--- config.mk ---
export PLATFORM = sky130hd
export DESIGN_NAME = moving_average_deviation_alarm_unit
export DESIGN_NICKNAME = d
export VERILOG_FILES = /design/src/mada_pkg.sv /design/src/moving_average_deviation_alarm_unit.sv
export SDC_FILE = /design/constraint.sdc
export NUM_CORES = 1
export LEC_CHECK = 0
export BUFFER_PORTS_ARGS = -buffer_cell sky130_fd_sc_hd__buf_2
export CELL_PAD_IN_SITES_DETAIL_PLACEMENT = 1
export CELL_PAD_IN_SITES_GLOBAL_PLACEMENT = 1
export CORE_AREA = 5 5 281 201
export DETAILED_ROUTE_END_ITERATION = 7
export DIE_AREA = 0 0 286 206
export PLACE_DENSITY = 0.87
export SLEW_MARGIN = 20
export SYNTH_ARGS = -nofsm -noshare
export SYNTH_HDL_FRONTEND = slang
export SYNTH_SLANG_ARGS = --single-unit
--- constraint.sdc ---
create_clock -name clk -period 6.6 [get_ports clk]
set_input_delay 0.66 -clock clk [delete_from_list [all_inputs] [get_ports clk]]
set_output_delay 0.66 -clock clk [all_outputs]
set_load 0.01 [all_outputs]
--- src/mada_pkg.sv ---
package mada_pkg;

  localparam int WINDOW   = 10;
  localparam int SAMPLE_W = 10;
  localparam int SCALE_W  = 12;
  localparam int DEV_W    = 10;
  localparam int HOLD_W   = 4;
  localparam int TEMP_W   = 14;
  localparam int FRAC_W   = 8;
  localparam int CFG_W    = 12;

  localparam int PROD_W   = SAMPLE_W + SCALE_W;
  localparam int SHIFT_W  = PROD_W - FRAC_W;
  localparam int TEMP_MAX = (1 << TEMP_W) - 1;
  localparam int SUM_MAX  = WINDOW * TEMP_MAX;
  localparam int SUM_W    = $clog2(SUM_MAX + 1);
  localparam int CMP_W    = SUM_W + 2;
  localparam int IDX_W    = (WINDOW > 1) ? $clog2(WINDOW) : 1;

  // Division by WINDOW as a multiply by a rounded-up reciprocal; exact for
  // every SUM_W-bit dividend.
  localparam int DIV_L    = $clog2(WINDOW);
  localparam int DIV_S    = SUM_W + DIV_L;
  localparam longint DIV_M_L = ((64'd1 << DIV_S) + WINDOW - 1) / WINDOW;
  localparam int DIV_M_W  = SUM_W + 1;
  localparam logic [DIV_M_W-1:0] DIV_M = DIV_M_L[DIV_M_W-1:0];
  localparam int DIV_P_W  = SUM_W + DIV_M_W;

  typedef enum logic [1:0] {
    CFG_SCALE = 2'd0,
    CFG_DEV   = 2'd1,
    CFG_HOLD  = 2'd2
  } cfg_idx_t;

  localparam logic [SCALE_W-1:0] SCALE_RST = SCALE_W'(826);
  localparam logic [DEV_W-1:0]   DEV_RST   = DEV_W'(20);
  localparam logic [HOLD_W-1:0]  HOLD_RST  = HOLD_W'(4);

  function automatic logic [TEMP_W-1:0] avg_of(input logic [SUM_W-1:0] sum);
    logic [DIV_P_W-1:0] prod;
    prod = DIV_P_W'(sum) * DIV_P_W'(DIV_M);
    return prod[DIV_S +: TEMP_W];
  endfunction

endpackage

--- src/moving_average_deviation_alarm_unit.sv ---
// Channel | Direction | Ports                                   | Handshake
// input   | in        | in_sample                               | in_valid / in_ready
// result  | out       | out_temp_tenths, out_prev_tenths,       | out_valid / out_ready
//         |           | out_prev2_tenths, out_avg_tenths,       |
//         |           | out_alarm_active, out_alert_start       |
// config  | in        | cfg_index, cfg_wdata                    | cfg_we, no wait
// One sample per cycle is taken while the output is not stalled.
// The sample window sits in a small synchronous memory read in stage a, one stage
// before the running sum update in stage b; stages a, b and c feed an output register.
// Synchronous active-low reset clears the window valid flags, sum, alarm, hold counter and
// history, and loads the register defaults; there is no clearing pass.
// A stalled output stalls only the stages behind a full stage, so bubbles collapse.
module moving_average_deviation_alarm_unit
  import mada_pkg::*;
(
  input  logic                clk,
  input  logic                rst_n,
  input  logic                in_valid,
  output logic                in_ready,
  input  logic [SAMPLE_W-1:0] in_sample,
  output logic                out_valid,
  input  logic                out_ready,
  output logic [TEMP_W-1:0]   out_temp_tenths,
  output logic [TEMP_W-1:0]   out_prev_tenths,
  output logic [TEMP_W-1:0]   out_prev2_tenths,
  output logic [TEMP_W-1:0]   out_avg_tenths,
  output logic                out_alarm_active,
  output logic                out_alert_start,
  input  logic                cfg_we,
  input  logic [1:0]          cfg_index,
  input  logic [CFG_W-1:0]    cfg_wdata
);

  logic [SCALE_W-1:0] scale_r;
  logic [DEV_W-1:0]   dev_r;
  logic [HOLD_W-1:0]  hold_cnt_r;

  logic [TEMP_W-1:0]  win_mem [WINDOW];
  logic [WINDOW-1:0]  win_vld_r;
  logic [TEMP_W-1:0]  rd_r;
  logic [IDX_W-1:0]   rd_idx_r;

  logic               a_valid_r;
  logic [PROD_W-1:0]  a_prod_r;

  logic               b_valid_r;
  logic [TEMP_W-1:0]  b_temp_r;
  logic [CMP_W-1:0]   b_tlo_r;
  logic [CMP_W-1:0]   b_thi_r;
  logic [IDX_W-1:0]   b_idx_r;
  logic               b_old_vld_r;

  logic [SUM_W-1:0]   sum_r;
  logic               alarm_r;
  logic [HOLD_W-1:0]  hold_r;

  logic               c_valid_r;
  logic [TEMP_W-1:0]  c_temp_r;
  logic [SUM_W-1:0]   c_sum_r;
  logic               c_dec_r;
  logic               c_alarm_r;
  logic               c_alert_r;

  logic               out_valid_r;
  logic [TEMP_W-1:0]  out_temp_r;
  logic [TEMP_W-1:0]  out_prev_r;
  logic [TEMP_W-1:0]  out_prev2_r;
  logic [TEMP_W-1:0]  out_avg_r;
  logic               out_alarm_r;
  logic               out_alert_r;

  logic               out_load;
  logic               c_free;
  logic               b_move;
  logic               b_free;
  logic               a_move;
  logic               in_xfer;

  logic [SHIFT_W-1:0] shifted;
  logic [TEMP_W-1:0]  temp_sat;
  logic [CMP_W-1:0]   tw;
  logic [CMP_W-1:0]   dw;
  logic [IDX_W-1:0]   rd_idx_nxt;

  logic [TEMP_W-1:0]  old_val;
  logic [SUM_W-1:0]   sum_nxt;
  logic               dec;
  logic               alarm_cmp;
  logic               alarm_nxt;
  logic [HOLD_W-1:0]  hold_inc;
  logic [HOLD_W-1:0]  hold_nxt;

  logic               a_valid_nxt;
  logic               b_valid_nxt;
  logic               c_valid_nxt;
  logic               out_valid_nxt;

  // Stage flow control.
  always_comb begin
    out_load      = c_valid_r && (!out_valid_r || out_ready);
    c_free        = !c_valid_r || out_load;
    b_move        = b_valid_r && c_free;
    b_free        = !b_valid_r || b_move;
    a_move        = a_valid_r && b_free;
    in_ready      = !a_valid_r || a_move;
    in_xfer       = in_valid && in_ready;
    a_valid_nxt   = in_xfer || (a_valid_r && !a_move);
    b_valid_nxt   = a_move || (b_valid_r && !b_move);
    c_valid_nxt   = b_move || (c_valid_r && !out_load);
    out_valid_nxt = out_load || (out_valid_r && !out_ready);
  end

  // Scaling and comparison bounds for the sample leaving the first stage.
  always_comb begin
    shifted    = a_prod_r[PROD_W-1:FRAC_W];
    temp_sat   = (32'(shifted) > TEMP_MAX) ? TEMP_W'(TEMP_MAX) : TEMP_W'(shifted);
    tw         = CMP_W'(temp_sat) * CMP_W'(WINDOW);
    dw         = CMP_W'(dev_r) * CMP_W'(WINDOW);
    rd_idx_nxt = (32'(rd_idx_r) == WINDOW - 1) ? '0 : rd_idx_r + IDX_W'(1);
  end

  // Running sum, decision and hold counter.
  always_comb begin
    old_val   = b_old_vld_r ? rd_r : '0;
    sum_nxt   = sum_r - SUM_W'(old_val) + SUM_W'(b_temp_r);
    dec       = (hold_r == '0);
    alarm_cmp = ($signed(b_tlo_r) > $signed({2'b00, sum_nxt}))
             || ($signed(b_thi_r) < $signed({2'b00, sum_nxt}));
    alarm_nxt = dec ? alarm_cmp : alarm_r;
    hold_inc  = hold_r + HOLD_W'(1);
    hold_nxt  = hold_r;
    if (alarm_nxt) begin
      hold_nxt = (hold_inc == hold_cnt_r) ? '0 : hold_inc;
    end
  end

  always_ff @(posedge clk) begin
    if (!rst_n) begin
      scale_r    <= SCALE_RST;
      dev_r      <= DEV_RST;
      hold_cnt_r <= HOLD_RST;
    end else if (cfg_we) begin
      unique case (cfg_index)
        CFG_SCALE: scale_r    <= cfg_wdata[SCALE_W-1:0];
        CFG_DEV:   dev_r      <= cfg_wdata[DEV_W-1:0];
        CFG_HOLD:  hold_cnt_r <= cfg_wdata[HOLD_W-1:0];
        default:   ;
      endcase
    end
  end

  always_ff @(posedge clk) begin
    if (a_move) begin
      rd_r <= win_mem[rd_idx_r];
    end
    if (b_move) begin
      win_mem[b_idx_r] <= b_temp_r;
    end
  end

  always_ff @(posedge clk) begin
    if (!rst_n) begin
      a_valid_r   <= 1'b0;
      b_valid_r   <= 1'b0;
      c_valid_r   <= 1'b0;
      out_valid_r <= 1'b0;
      rd_idx_r    <= '0;
      win_vld_r   <= '0;
      sum_r       <= '0;
      alarm_r     <= 1'b0;
      hold_r      <= '0;
      out_temp_r  <= '0;
      out_prev_r  <= '0;
      out_prev2_r <= '0;
      out_avg_r   <= '0;
    end else begin
      a_valid_r   <= a_valid_nxt;
      b_valid_r   <= b_valid_nxt;
      c_valid_r   <= c_valid_nxt;
      out_valid_r <= out_valid_nxt;
      if (a_move) begin
        rd_idx_r <= rd_idx_nxt;
      end
      if (b_move) begin
        win_vld_r[b_idx_r] <= 1'b1;
        sum_r              <= sum_nxt;
        alarm_r            <= alarm_nxt;
        hold_r             <= hold_nxt;
      end
      if (out_load) begin
        out_temp_r  <= c_temp_r;
        out_prev_r  <= out_temp_r;
        out_prev2_r <= out_prev_r;
        if (c_dec_r) begin
          out_avg_r <= avg_of(c_sum_r);
        end
      end
    end
  end

  always_ff @(posedge clk) begin
    if (in_xfer) begin
      a_prod_r <= PROD_W'(in_sample) * PROD_W'(scale_r);
    end
    if (a_move) begin
      b_temp_r    <= temp_sat;
      b_tlo_r     <= tw - dw;
      b_thi_r     <= tw + dw;
      b_idx_r     <= rd_idx_r;
      b_old_vld_r <= win_vld_r[rd_idx_r];
    end
    if (b_move) begin
      c_temp_r  <= b_temp_r;
      c_sum_r   <= sum_nxt;
      c_dec_r   <= dec;
      c_alarm_r <= alarm_nxt;
      c_alert_r <= alarm_nxt && dec;
    end
    if (out_load) begin
      out_alarm_r <= c_alarm_r;
      out_alert_r <= c_alert_r;
    end
  end

  assign out_valid        = out_valid_r;
  assign out_temp_tenths  = out_temp_r;
  assign out_prev_tenths  = out_prev_r;
  assign out_prev2_tenths = out_prev2_r;
  assign out_avg_tenths   = out_avg_r;
  assign out_alarm_active = out_alarm_r;
  assign out_alert_start  = out_alert_r;

  a_hold_needs_alarm: assert property (@(posedge clk) disable iff (!rst_n)
    (hold_r != '0) |-> alarm_r)
    else $error("hold counter running without alarm");

  a_alert_implies_alarm: assert property (@(posedge clk) disable iff (!rst_n)
    (c_valid_r && c_alert_r) |-> (c_alarm_r && c_dec_r))
    else $error("alert start without alarm decision");

  a_sum_bound: assert property (@(posedge clk) disable iff (!rst_n)
    32'(sum_r) <= SUM_MAX)
    else $error("running sum exceeds window bound");

  a_index_range: assert property (@(posedge clk) disable iff (!rst_n)
    32'(rd_idx_r) < WINDOW)
    else $error("window index out of range");

  a_transfer_fills: assert property (@(posedge clk) disable iff (!rst_n)
    (in_valid && in_ready) |=> a_valid_r)
    else $error("accepted sample lost at first stage");

endmodule
# Word level (Yosys, flattened, before mapping)
# Memories as Yosys holds them, arrays and structs flattened. A register that Yosys moved wholly into a read port is not among the register bits.
# Index checks and enable logic that the tools add are counted.
# totals
in_bits	29
ram_bits	140
regBits	241
out_inout_bits	60
n_memories	1
# classes
magnitude_cmp	5
n_mul	4
eq_ne	4
bitwise	1
addsub	6
muxes	10
n_reduce_logical	34
# memory_table
name	words	width	read_ports	rd_ports_with_merged_regs	write_ports	line	text
win_mem	10	14	1	1	1	moving_average_deviation_alarm_unit.sv:38	logic [TEMP_W-1:0] win_mem [WINDOW];
# op_table
op	n
$mul A18 B19 Y36 const B	1
$mul A10 B12 Y22	1
$gt A20 B19 Y1	1
$lt A20 B19 Y1	1
$add A18 B14 Y19	1
$sub A18 B14 Y19	1
$add A18 B14 Y18	1
$sub A18 B14 Y18	1
$mul A14 B3 Y17 const B	1
$mux W14	1
$mul A10 B3 Y13 const B	1
$logic_and A1 B1 Y1	10
$lt A4 B5 Y1 const B	2
$or A10 B10 Y10	1
$reduce_and A2 Y1	5
$logic_or A1 B1 Y1	9
$add A4 B1 Y4 const B	2
$logic_not A1 Y1	8
$mux W4	2
$mux W1	5
$bmux W1 S4	1
$demux W1 S4	1
$eq A4 B4 Y1	1
$eq A4 B4 Y1 const B	1
other kinds (5)	5

# Longest topological paths before layout
# Gate-level depths: netlist (run 1).
# depth
depth_word	10
ltp_mapped	25
ltp_nobuf	24

# Least setup slack after synthesis (run 1)
# Ideal clock, no wire load.
# synth_path
path_type	input -> register
from	input port in_sample[3]
to	register a_prod_r[20], data pin
setup_ns	0.258
n_path_buf	1
arrival_ns	5.715
setup_slack_ns	0.627
stages	21
path_cell_list	clkbuf_1 nand2_1 fa_1 fa_1 inv_1 ha_1 inv_1 fa_1 inv_1 fa_1 ha_1 nor3_1 o211ai_1 a31oi_1 o21bai_1 and2_1 o41ai_2 a2111oi_0 or3_1 a21oi_1 xnor2_1
# synth_between
elab_chain_len	1
# synth_lines
item	line	text
start, declared	moving_average_deviation_alarm_unit.sv:20	input logic [SAMPLE_W-1:0] in_sample,
$mul A10 B12 Y22	moving_average_deviation_alarm_unit.sv:203	a_prod_r <= PROD_W'(in_sample) * PROD_W'(scale_r);
end signal, assigned	moving_average_deviation_alarm_unit.sv:203	
end, declared	moving_average_deviation_alarm_unit.sv:44	logic [PROD_W-1:0] a_prod_r;
# Every way passes these cells.
# A chain may end at the register's enable or synchronous reset.

# Final worst setup path (run 1)
# layout_path
from	register c_sum_r[3]
to	register out_avg_r[9], in the netlist out_avg_tenths[9]
# layout_between
elab_chain_len	1
# layout_lines
item	line	text
start, declared	moving_average_deviation_alarm_unit.sv:59	logic [SUM_W-1:0] c_sum_r;
start signal, assigned	moving_average_deviation_alarm_unit.sv:214	c_sum_r <= sum_nxt;
$mul A18 B19 Y36	mada_pkg.sv:41	prod = DIV_P_W'(sum) * DIV_P_W'(DIV_M);
end signal, assigned	moving_average_deviation_alarm_unit.sv:195	out_avg_r <= avg_of(c_sum_r);
end, declared	moving_average_deviation_alarm_unit.sv:68	logic [TEMP_W-1:0] out_avg_r;
# Every way passes these cells.

==> results summary, run 1 <==
The count of buffers inserted at the top-level ports is 88. The number of distinct library cell variants in the gate-level netlist after synthesis came out at 72. At the end of routability-driven placement, the weighted congestion stood at 0.878. The async set-or-reset flop fraction in the synthesized netlist came out at 0%. Global routing used 24.4% of the available tracks across all layers. Prior to clock tree synthesis, the placed netlist has a worst setup slack of 0.169 ns.

The number of nets in the synthesized netlist is 2913. The net total in the final layout is 2996. The summed instance area of the synthesized netlist came out at 26400 um2.

The floorplan step defined a die boundary enclosing 58900 um2. The share of synthesized area occupied by flip-flops and latches came out at 38.8%. Dividing the detail-routed wire length by the instance count gives 22.3 um. The multi-input combinational cells in the finished layout cover a total of 14400 um2. The synthesized instance count came out at 2397. Summing over every cut layer, the via total after detailed routing is 18060. In this run the vertical extent of the chip is 206 um. In the synthesized netlist the dominant register cell turns out to be edfxtp_1. Detailed placement ended at an HPWL of 54700 um.

The top achievable clock speed is 157 MHz. The first-pass GRT wire length came out at 113000 um. The layout overhead on the synthesized area is 9.89%. Entering global routing, the biggest net connects 81 pins.

The critical path goes through ha_1 > fa_1 > inv_1 > fa_1 > fa_1 > inv_1 > fa_1 > inv_1 > fa_1 > inv_1 > ha_1 > a21oi_1 > o21ai_0 > nand2b_1 > o211ai_1 > a21oi_2 > a21oi_1 > or4_1 > a31oi_1 > nor4b_1 > a211o_1. The number of enable-type register cells in the synthesized netlist came out at 259. The initial core utilization came out at 49.6%.

The site row count is 71. The library cell used most frequently in the layout, excluding fill and tap cells, is inv_1. In this run the count of I/O pins placed on the die edge is 89. The remaining number of nets flagged by the antenna check after routing is 0. The die width is 286 um.

After clock tree synthesis, the clock-pin slew on the worst setup and hold paths is 0.07 ns. The number of setup violations in the final report came out at 0. The filler cells instantiated in the layout total 5634.

The worst max-slew margin expressed relative to the limit came out at 26.1%. Grouping stages by cell kind, the critical path spends the most delay in adder cells. For the final database, setup skew stands at 0.0138 ns. Setup repair after global routing left no endpoint under its margin. The remaining routing DRC violations came out at 0. The share of layout cells above drive strength 1 is 9.71%. By startpoint and endpoint, the worst setup path is classified as flop to flop. The worst hold slack came out at 0.330 ns. The initial DRC count came out at 1232. The post-route fraction of the period consumed by the critical path came out at 96.8%. The number of cells in the finished layout apart from fillers is 3205.

The worst setup path is captured at a flop. Setup slack on the critical path of the routed design comes to 0.211 ns. The measured slew at the worst slew-check pin came out at 1.11 ns. The max-slew violation total from the final report came out at 0. The number of global-route vias before repair came out at 20259. The number of violations of the max-capacitance limit came out at 0.

The clock latency at the later pin of the worst-skew pair came out at 0.58 ns. Data arrives at the worst endpoint at 6.85 ns. Before antenna repair, the detailed router went through 6 iterations.

The vias per cell is 5.63. The core region area came out at 53200 um2. The flow ran to the end, and the final reports show no timing, DRC or antenna violations. The final critical delay including setup and external delays came out at 6.39 ns. The cell with the largest stage delay on the worst path is fa_1.

The total grt overflow is 0. The post-placement cell count is 3129. The initial antenna violation count is 1. In this run the deepest clock path goes through 3 buffers.

Synthesis inferred 382 register bits. The library cells used most frequently in the layout, excluding fill and tap cells, are inv_1 (402), ha_1 (293), nand2_1 (261). Summed over all layers, the routed wires come to 71500 um. TritonCTS built the clock tree. The critical-path maximum fanout came out at 5. Summed over all failing endpoints, the final setup total negative slack is 0 ns.

The number of hold violations in the final report came out at 0. Counting stages on the worst path, the most repeated cell is fa_1. The number of sinks handled by clock tree synthesis came out at 382.

In this run the clock root is driven by a clkbuf_16. Summing all flip-flop and latch instances after layout gives 10200 um2. For this run, the slowest stage of the critical path takes 0.58 ns. CTS built an H-tree with a depth of 2. The endpoint required time on the critical path came out at 7.06 ns. The post-synthesis area per instance came out at 11.0 um2. The antenna cell count is 0.

The critical path buffer and inverter count came out at 4. The CTS buffer count is 40. During synthesis, Yosys emitted a total of 0 warnings. STA classifies the critical path startpoint as a flop. The worst hold path belongs to the class primary input to flop.
[cells in the mapped netlist (5+ instances only)]
library cell	instances	area [um2]
inv_1	403	1510
ha_1	293	3670
nand2_1	262	983
edfxtp_1	259	7780
fa_1	194	3880
dfxtp_1	123	2460
a21oi_1	78	390
and2_1	76	475
clkbuf_1	70	263
a21boi_0	61	458
xnor2_1	56	490
nor2_1	46	173
nor2b_1	42	263
o21ai_0	39	195
mux2i_1	34	340
nand3_1	33	165
xor2_1	32	280
mux4_2	30	676
o21a_1	30	225
nor3_1	28	140
a211oi_1	22	165
a21o_1	18	135
nand2b_1	15	93.8
nand4_1	14	87.6
and3_1	12	75.1
o21bai_1	11	82.6
o211ai_1	7	52.6
o21ai_1	7	35.0
nand3b_1	6	45.0
nor3b_1	6	45.0
o31ai_1	6	45.0
or3_1	6	37.5
a211o_1	5	43.8
buf_1	5	18.8
nor4_1	5	31.3
o211a_1	5	50.1
or2_2	5	31.3
[per-layer routing]
metal | track usage, % | routed length [um] | vias to the layer above | share of wire, %
met5 | 0 | 0 | - | 0
met4 | 6.90 | 1910 | 0 | 2.7
met3 | 4.45 | 4320 | 128 | 6.0
met2 | 41.7 | 34500 | 540 | 48
met1 | 32.1 | 30700 | 9189 | 43
li1 | - | - | 8203 | -
[cell families after synthesis]
group                    Yosys count  synth area share, %
AND/OR/NAND/NOR                  567                 10.4
other                              1               0.0142
buffers and inverters            481                 6.87
adder cells (fa/ha/maj)          487                 28.6
flip-flops                       382                 38.8
AO/OA/AOI/OAI                    327                 8.52
multiplexers                      64                 3.85
XOR/XNOR                          88                 2.92
[registers in the layout, indices dropped and copies added (netlist names), 4 cells and up]
signal / cells
a_prod_r: 14
b_idx_r: 4
b_temp_r: 14
b_thi_r: 17
b_tlo_r: 18
c_sum_r: 18
c_temp_r: 14
dev_r: 10
hold_cnt_r: 4
hold_r: 4
out_avg_tenths: 14
out_prev2_tenths: 14
out_prev_tenths: 14
out_temp_tenths: 14
rd_idx_r: 4
rd_r: 14
scale_r: 12
sum_r: 18
win_mem: 140
win_vld_r: 10
[what timing repair did]
item,in CTS,in global routing
resized for setup,0,1
setup endpoints to repair,0,3
buffers inserted,0,2
hold buffers,0,0
[layout make-up]
cell class / instances / share of cell area [%]
inverters: 405 / 5.24
clock buffers: 54 / 3.76
clock inverters: 20 / 0.790
well taps: 693 / 2.99
flip-flops and latches: 382 / 35.3
multi-input cells: 1534 / 49.6
repair buffers: 117 / 2.28
[worst paths after layout]
path / from / to / slack (ns) / cells past startpoint
worst max-delay path: c_sum_r[3]$_DFFE_PP_ / out_avg_tenths[9]$_SDFFE_PN0P_ / 0.21 / 21
worst max register to register: c_sum_r[3]$_DFFE_PP_ / out_avg_tenths[9]$_SDFFE_PN0P_ / 0.21 / 21
worst min register to register: c_alarm_r$_DFFE_PP_ / out_alarm_active$_DFFE_PP_ / 0.42 / 0
worst min-delay path: cfg_wdata[9] / scale_r[9]$_SDFFE_PN1P_ / 0.33 / 3
[worst min-delay path, stage by stage]
cell and delay (ns):
buf_2 0.09, nand2_1 0.05, nand3_1 0.07
[per-stage QoR]
step | area [um2] | utilization [%]
after floorplan | 26400 | -
after global placement | 27600 | 52.0
after detailed placement | 27600 | 52.0
after CTS | 29000 | 54.4
after global routing | 29000 | 54.5
final | 29000 | 54.5
Power of run 1 is not shown: default switching activity piles up to over one toggle a cycle in this logic, so the estimate is an artifact.
==> inputs of run 2 (changes only) <==
CORE_AREA = 5 5 276 197   (was 5 5 281 201)
DIE_AREA = 0 0 281 202   (was 0 0 286 206)
PLACE_DENSITY = 0.89   (was 0.87)
REMOVE_ABC_BUFFERS = 1   (was default)
==> run 2 against run 1 <==
  * First-iteration DRC count grew 10%
  * Register-to-register slack got worse by 0.03 ns
  * Global-route usage rose by 1.8 points
  * Utilization grew 1.8 points
  * Final cell count shrank 0.19%
  * Non-clock buffer count increased by 3
  * Worst hold slack hardly changed
  * Count of clock-buffer cells in the layout up 1
  * Design area rose by 0.11%
  * Wire length is 5.1% higher
  * Via count up 1.8%
  * Critical endpoint unchanged
==> results summary, run 2 (same netlist as run 1, synthesis figures left out) <==
The count of hold buffers inserted by post-cts repair came to 0 (unchanged). The count of buffers inserted at the top-level ports came to 88 (unchanged). The leading cell type in the layout, fill and taps excluded is inv_1 (unchanged). The measured slew at the worst slew-check pin came out at 1.16 ns (was 1.11 ns). The most common cell type on the critical path is fa_1 (unchanged). The wire length on met1 is 30400 um (was 30700 um). The final design area excluding fillers was 29000 um2 (about the same). The remaining number of nets flagged by the antenna check after routing came out at 0 (unchanged). The mean routed wirelength per cell is 23.5 um (was 22.3 um). The CTS buffer count was 40 (unchanged). The worst-case clock skew is 0.0197 ns (was 0.0138 ns). The number of cells in the finished layout apart from fillers is 3199 (was 3205). The master cell of the clock root buffer is clkbuf_16 (unchanged). The pin count of the biggest net entering global routing is 85 (was 81). The area of the multi-input gates is 14400 um2 (about the same). The cell count of the worst hold path was 3 (unchanged). The post-route fraction of the period consumed by the critical path came to 97.2% (was 96.8%). The placement-stage cell area came out at 27700 um2 (was 27600 um2). Top library cells by usage in the layout, fill and taps aside: inv_1 (402), ha_1 (293), nand2_1 (262) (was inv_1 (402), ha_1 (293), nand2_1 (261)).

The critical path launch point type is a flop (unchanged). The vias per cell is 5.75 (was 5.63). Cells along the critical path: inv_1 > ha_1 > fa_1 > fa_1 > fa_1 > fa_1 > fa_1 > inv_1 > ha_1 > a21oi_1 > nand2_1 > a21oi_1 > o211ai_1 > a21oi_2 > a21oi_1 > or4_1 > a31oi_1 > nor4b_1 > a211o_1 (was ha_1 > fa_1 > inv_1 > fa_1 > fa_1 > inv_1 > fa_1 > inv_1 > fa_1 > inv_1 > ha_1 > a21oi_1 > o21ai_0 > nand2b_1 > o211ai_1 > a21oi_2 > a21oi_1 > or4_1 > a31oi_1 > nor4b_1 > a211o_1).

The number of flip-flops under the largest register name is 140 (unchanged). The total routed wirelength came out at 75100 um (was 71500 um). The kind of critical path is flop to flop (unchanged).

The post-detailed-placement half-perimeter wirelength is 53300 um (was 54700 um). The level count of the clock H-tree came out at 2 (unchanged). The clock-pin slew of the registers on the worst-case setup and hold paths is 0.06 ns (was 0.07 ns). The first-pass detailed-route iteration total was 5 (was 6). The worst setup slack after layout is 0.184 ns (was 0.211 ns). The last weighted congestion value of the routability-driven placer is 0.891 (was 0.878).

The worst reg2reg path depth came to 19 (was 21). The remaining routing DRC violations is 0 (unchanged). The number of ports placed on the die boundary is 89 (unchanged). The site row count came out at 70 (was 71). The net total in the final layout is 2999 (was 2996).

The largest incremental delay on the critical path came to 0.62 ns (was 0.58 ns). The top metal layer carrying routed signals is met4 (unchanged). The number of setup violations in the final report came out at 0 (unchanged). The met2 routed wirelength came out at 38200 um (was 34500 um). The startpoint of the worst-slack reg-to-reg timing path is c_sum_r[10]$_DFFE_PP_ (was c_sum_r[3]$_DFFE_PP_). The core region area is 51600 um2 (was 53200 um2). The endpoint required time on the critical path is 7.07 ns (was 7.06 ns).

The layout overhead on the synthesized area was 10.0% (was 9.89%). The type of element capturing the critical path is a flop (unchanged). The clock tree from TritonCTS is yes (unchanged).

The data arrival at the endpoint of the critical path is 6.89 ns (was 6.85 ns). The launching element of the worst setup path is c_sum_r[10]$_DFFE_PP_ (was c_sum_r[3]$_DFFE_PP_). The worst hold slack is 0.330 ns (about the same). The filler cell count in the final layout is 5451 (was 5634). The antenna cell count is 0 (unchanged). The max-slew violation total from the final report came out at 0 (unchanged).

The first-pass GRT wire length came out at 118000 um (was 113000 um). The share of layout cells above drive strength 1 is 9.78% (was 9.71%). The sequential standard cell area is 10200 um2 (about the same). The number of hold violations in the final report came out at 0 (unchanged). The total length of routed met3 wires is 3790 um (was 4320 um).

The register with the highest flop count is win_mem (unchanged). The worst slack at placement came to 0.0636 ns (was 0.169 ns). Outcome: complete, no violations (unchanged).

The initial core utilization came out at 51.1% (was 49.6%). The die area came to 56800 um2 (was 58900 um2). The final critical delay including setup and external delays is 6.42 ns (was 6.39 ns). The post-placement cell count is 3122 (was 3129). The initial antenna violation count is 0 (was 1). The number of cells on the critical path is 19 (was 21). The total grt overflow is 0 (unchanged).

The cell with the largest stage delay on the worst path is fa_1 (unchanged). The family with the most delay on the worst path is adder cells (unchanged). The top achievable clock speed came out at 156 MHz (was 157 MHz).

The number of global-route vias before repair came out at 20915 (was 20259). The number of violations of the max-capacitance limit is 0 (unchanged). The initial DRC count is 1361 (was 1232). The die width came out at 281 um (was 286 um).

The startpoint of the worst hold path is cfg_wdata[5] (was cfg_wdata[9]). The critical-path maximum fanout is 5 (unchanged). The total vias in the final route came out at 18382 (was 18060). The worst max-slew margin expressed relative to the limit is 22.4% (was 26.1%). The overall fraction of global-route tracks in use came out at 26.2% (was 24.4%). The buffer levels on the longest clock path was 3 (unchanged). The clock latency at the later pin of the worst-skew pair came out at 0.59 ns (was 0.58 ns). The critical path buffer and inverter count is 2 (was 4). The number of sinks handled by clock tree synthesis came out at 382 (unchanged). The class of the worst hold path is primary input to flop (unchanged). The height of the chip was 202 um (was 206 um).
==> run 2: worst paths after layout <==
kind                               endpoint  slack, ns
min reg2reg      out_alarm_active$_DFFE_PP_       0.42
max reg2reg  out_avg_tenths[9]$_SDFFE_PN0P_       0.18
min                 scale_r[5]$_SDFFE_PN1P_       0.33
max          out_avg_tenths[9]$_SDFFE_PN0P_       0.18
==> run 2: layout make-up <==
type / instances / area share (%)
Clock inverter: 19 / 0.599
Sequential cell: 382 / 35.3
Tap cell: 684 / 2.95
Multi-Input combinational cell: 1534 / 49.6
Clock buffer: 55 / 3.94
Inverter: 405 / 5.24
Timing Repair Buffer: 120 / 2.35
==> run 2: worst min-delay path: cells and delay by family <==
| kind | cells | cell delay, ns |
|---|---|---|
| buf+inv | 1 | 0.10 |
| simple gates | 2 | 0.12 |
==> run 2: per-layer routing <==
metal | GRT usage (%) | vias to the layer above
met4 | 8.70 | 0
met5 | 0 | -
met2 | 46.3 | 615
li1 | - | 8205
met3 | 3.90 | 186
met1 | 33.1 | 9376
==> run 2: what timing repair did <==
action	CTS	global route
setup endpoints to repair	0	6
gates resized for setup	0	4
setup buffers	0	3
==> run 2: metrics by stage <==
step	util [%]	TNS (ns)
5_1_grt	56.3	-0.253
4_1_cts	56.2	0
6_report	56.3	0
3_5_place_dp	53.6	0
2_1_floorplan	-	0
3_3_place_gp	53.6	0
Power of run 2 is left out for the same reason.
==> inputs of run 3 (changes only) <==
CORE_AREA = 5 5 281 201   (was 5 5 276 197)
DIE_AREA = 0 0 286 206   (was 0 0 281 202)
PLACE_DENSITY = 0.87   (was 0.89)
TNS_END_PERCENT = 100   (was default)
clock period = 8.25 ns   (was 6.6 ns; I/O delays follow)
==> run 3 against run 2 <==
  * Global-route usage decreased by 2.0 points
  * Non-clock buffer count decreased by 20
  * Maximum frequency decreased by 0.87%
  * Flip-flop and latch count unchanged
  * First-iteration DRC count decreased by 21%
  * Via count decreased by 2.0%
  * Worst hold slack improved by 0.078 ns
  * Sequential share of layout area increased by 0.12 points
  * Critical endpoint unchanged
  * Largest cell class unchanged
==> results summary, run 3 (same netlist as run 1, synthesis figures left out) <==
Outcome: complete, no violations (unchanged). The number of global-route vias before repair is 20626 (was 20915). The initial core utilization came to 49.6% (was 51.1%). The leading cell type in the layout, fill and taps excluded is inv_1 (unchanged).

The last weighted congestion value of the routability-driven placer came to 0.848 (was 0.891). The number of resized instances in the post-cts repair step came to 0 (unchanged). The number of flip-flops under the largest register name is 140 (unchanged). The mean routed wirelength per cell is 22.1 um (was 23.5 um).

The total grt overflow is 0 (unchanged). The number of sinks handled by clock tree synthesis is 382 (unchanged). The share of layout cells above drive strength 1 is 8.86% (was 9.78%). The top achievable clock speed is 155 MHz (was 156 MHz).

The post-detailed-placement half-perimeter wirelength came out at 53300 um (about the same). The number of hold violations in the final report is 0 (unchanged). The class of the worst hold path is flop to flop (was primary input to flop). The final critical delay including setup and external delays is 6.47 ns (was 6.42 ns). The total negative slack is 0 ns (unchanged).

The first-pass GRT wire length is 113000 um (was 118000 um). The vias per cell came out at 5.65 (was 5.75). The clock tree from TritonCTS was yes (unchanged). The number of ports placed on the die boundary was 89 (unchanged). The sequential standard cell area came out at 10200 um2 (about the same).

Setup repair after global routing left no endpoint under its margin. The antenna cell count came to 0 (unchanged). The layout overhead on the synthesized area came out at 9.59% (was 10.0%). The number of setup violations in the final report is 0 (unchanged).

The first-pass detailed-route iteration total is 5 (unchanged). The master cell of the clock root buffer is clkbuf_16 (unchanged). The area of the multi-input gates is 14400 um2 (about the same). The total routed wirelength is 70500 um (was 75100 um). The overall fraction of global-route tracks in use was 24.2% (was 26.2%). The max-slew violation total from the final report came out at 0 (unchanged). The kind of critical path is flop to flop (unchanged).

The initial antenna violation count came out at 0 (unchanged). The buffer levels on the longest clock path came out at 3 (unchanged). The clock latency at the later pin of the worst-skew pair is 0.58 ns (was 0.59 ns). The endpoint required time on the critical path is 8.71 ns (was 7.07 ns). The number of violations of the max-capacitance limit is 0 (unchanged). The critical path launch point type was a flop (unchanged).

The critical-path maximum fanout is 5 (unchanged). The worst-case clock skew is 0.0282 ns (was 0.0197 ns). The remaining routing DRC violations came out at 0 (unchanged). The total vias in the final route came out at 18008 (was 18382). The die area came to 58900 um2 (was 56800 um2). The remaining number of nets flagged by the antenna check after routing was 0 (unchanged). The net total in the final layout came out at 2979 (was 2999). The site row count came out at 71 (was 70). The height of the chip is 206 um (was 202 um).

The pin count of the biggest net entering global routing is 72 (was 85). The post-route fraction of the period consumed by the critical path is 78.4% (was 97.2%). The worst max-slew margin expressed relative to the limit is 25.9% (was 22.4%). The count of hold buffers inserted by post-cts repair is 0 (unchanged). The initial DRC count is 1073 (was 1361). The register with the highest flop count is win_mem (unchanged). The count of buffers inserted at the top-level ports is 88 (unchanged). The die width was 286 um (was 281 um). The core region area came to 53200 um2 (was 51600 um2). The type of element capturing the critical path was a flop (unchanged). The measured slew at the worst slew-check pin was 1.11 ns (was 1.16 ns). The data arrival at the endpoint of the critical path is 6.94 ns (was 6.89 ns). Top library cells by usage in the layout, fill and taps aside: inv_1 (402), ha_1 (293), nand2_1 (262) (unchanged). The level count of the clock H-tree came out at 2 (unchanged). The total setup buffers inserted after CTS came out at 0 (unchanged). The clock-pin slew of the registers on the worst-case setup and hold paths is 0.06 ns (about the same).

The CTS buffer count came to 40 (unchanged). The filler cell count in the final layout came out at 5630 (was 5451). The register-to-register setup slack is 1.78 ns (was 0.18 ns).
run 3: cell types whose count changed in the layout (fill, tap and decap cells not counted), sizes merged:
cell	delta
clkinv	-6
inv	-1
bufinv	+3
clkinvlp	-1
clkbuf	+4
buf	-20
run 3: final timing paths:
check,depth (start not counted),end,startpoint
setup / recovery,21,out_avg_tenths[9]$_SDFFE_PN0P_,c_sum_r[15]$_DFFE_PP_
setup reg to reg,21,out_avg_tenths[9]$_SDFFE_PN0P_,c_sum_r[15]$_DFFE_PP_
hold / removal,0,out_alarm_active$_DFFE_PP_,c_alarm_r$_DFFE_PP_
hold reg to reg,0,out_alarm_active$_DFFE_PP_,c_alarm_r$_DFFE_PP_
run 3: worst max-delay path: stages, from the launching register on:
cell      delay [ns]
edfxtp_1        0.48
fa_1            0.56
inv_1           0.05
fa_1            0.48
fa_1            0.53
fa_1            0.52
inv_1           0.05
fa_1            0.53
inv_1           0.06
fa_1            0.53
inv_1           0.04
ha_1            0.31
a21oi_1         0.16
o21ai_0         0.10
nand2b_1        0.07
o211ai_1        0.16
a21oi_1         0.38
a21oi_1         0.26
or4_1           0.48
a31oi_1         0.26
nor4b_1         0.09
a211o_1         0.25
run 3: stage by stage:
step | util, % | cell area (um2) | setup WS (ns) | instances | hold slack [ns]
after floorplan | - | 26100 | 2.42 | 2321 | 0.400
after global placement | 51.8 | 27500 | 1.80 | 3113 | 0.407
after detailed placement | 51.8 | 27500 | 1.55 | 3113 | 0.411
after CTS | 54.3 | 28900 | 1.76 | 3186 | 0.427
after global routing | 54.3 | 28900 | 1.30 | 3187 | 0.423
final | 54.3 | 28900 | 1.78 | 3187 | 0.409
run 3: per-layer routing:
layer / up-vias / share of wire (%) / GRT usage, %
li1: 8168 / - / -
met1: 9232 / 41 / 30.4
met2: 466 / 51 / 43.7
met3: 142 / 4.4 / 3.30
met4: 0 / 2.9 / 7.20
met5: - / 0 / 0
run 3: cell type report:
cell class                 instances  share of cell area (%)
multi-input combinational       1534                    49.8
inverter                         405                    5.26
clock inverter                    14                   0.627
clock buffer                      59                    4.06
tap                              693                    3.00
timing repair buffer             100                    1.87
sequential                       382                    35.4
Power of run 3 is left out for the same reason.
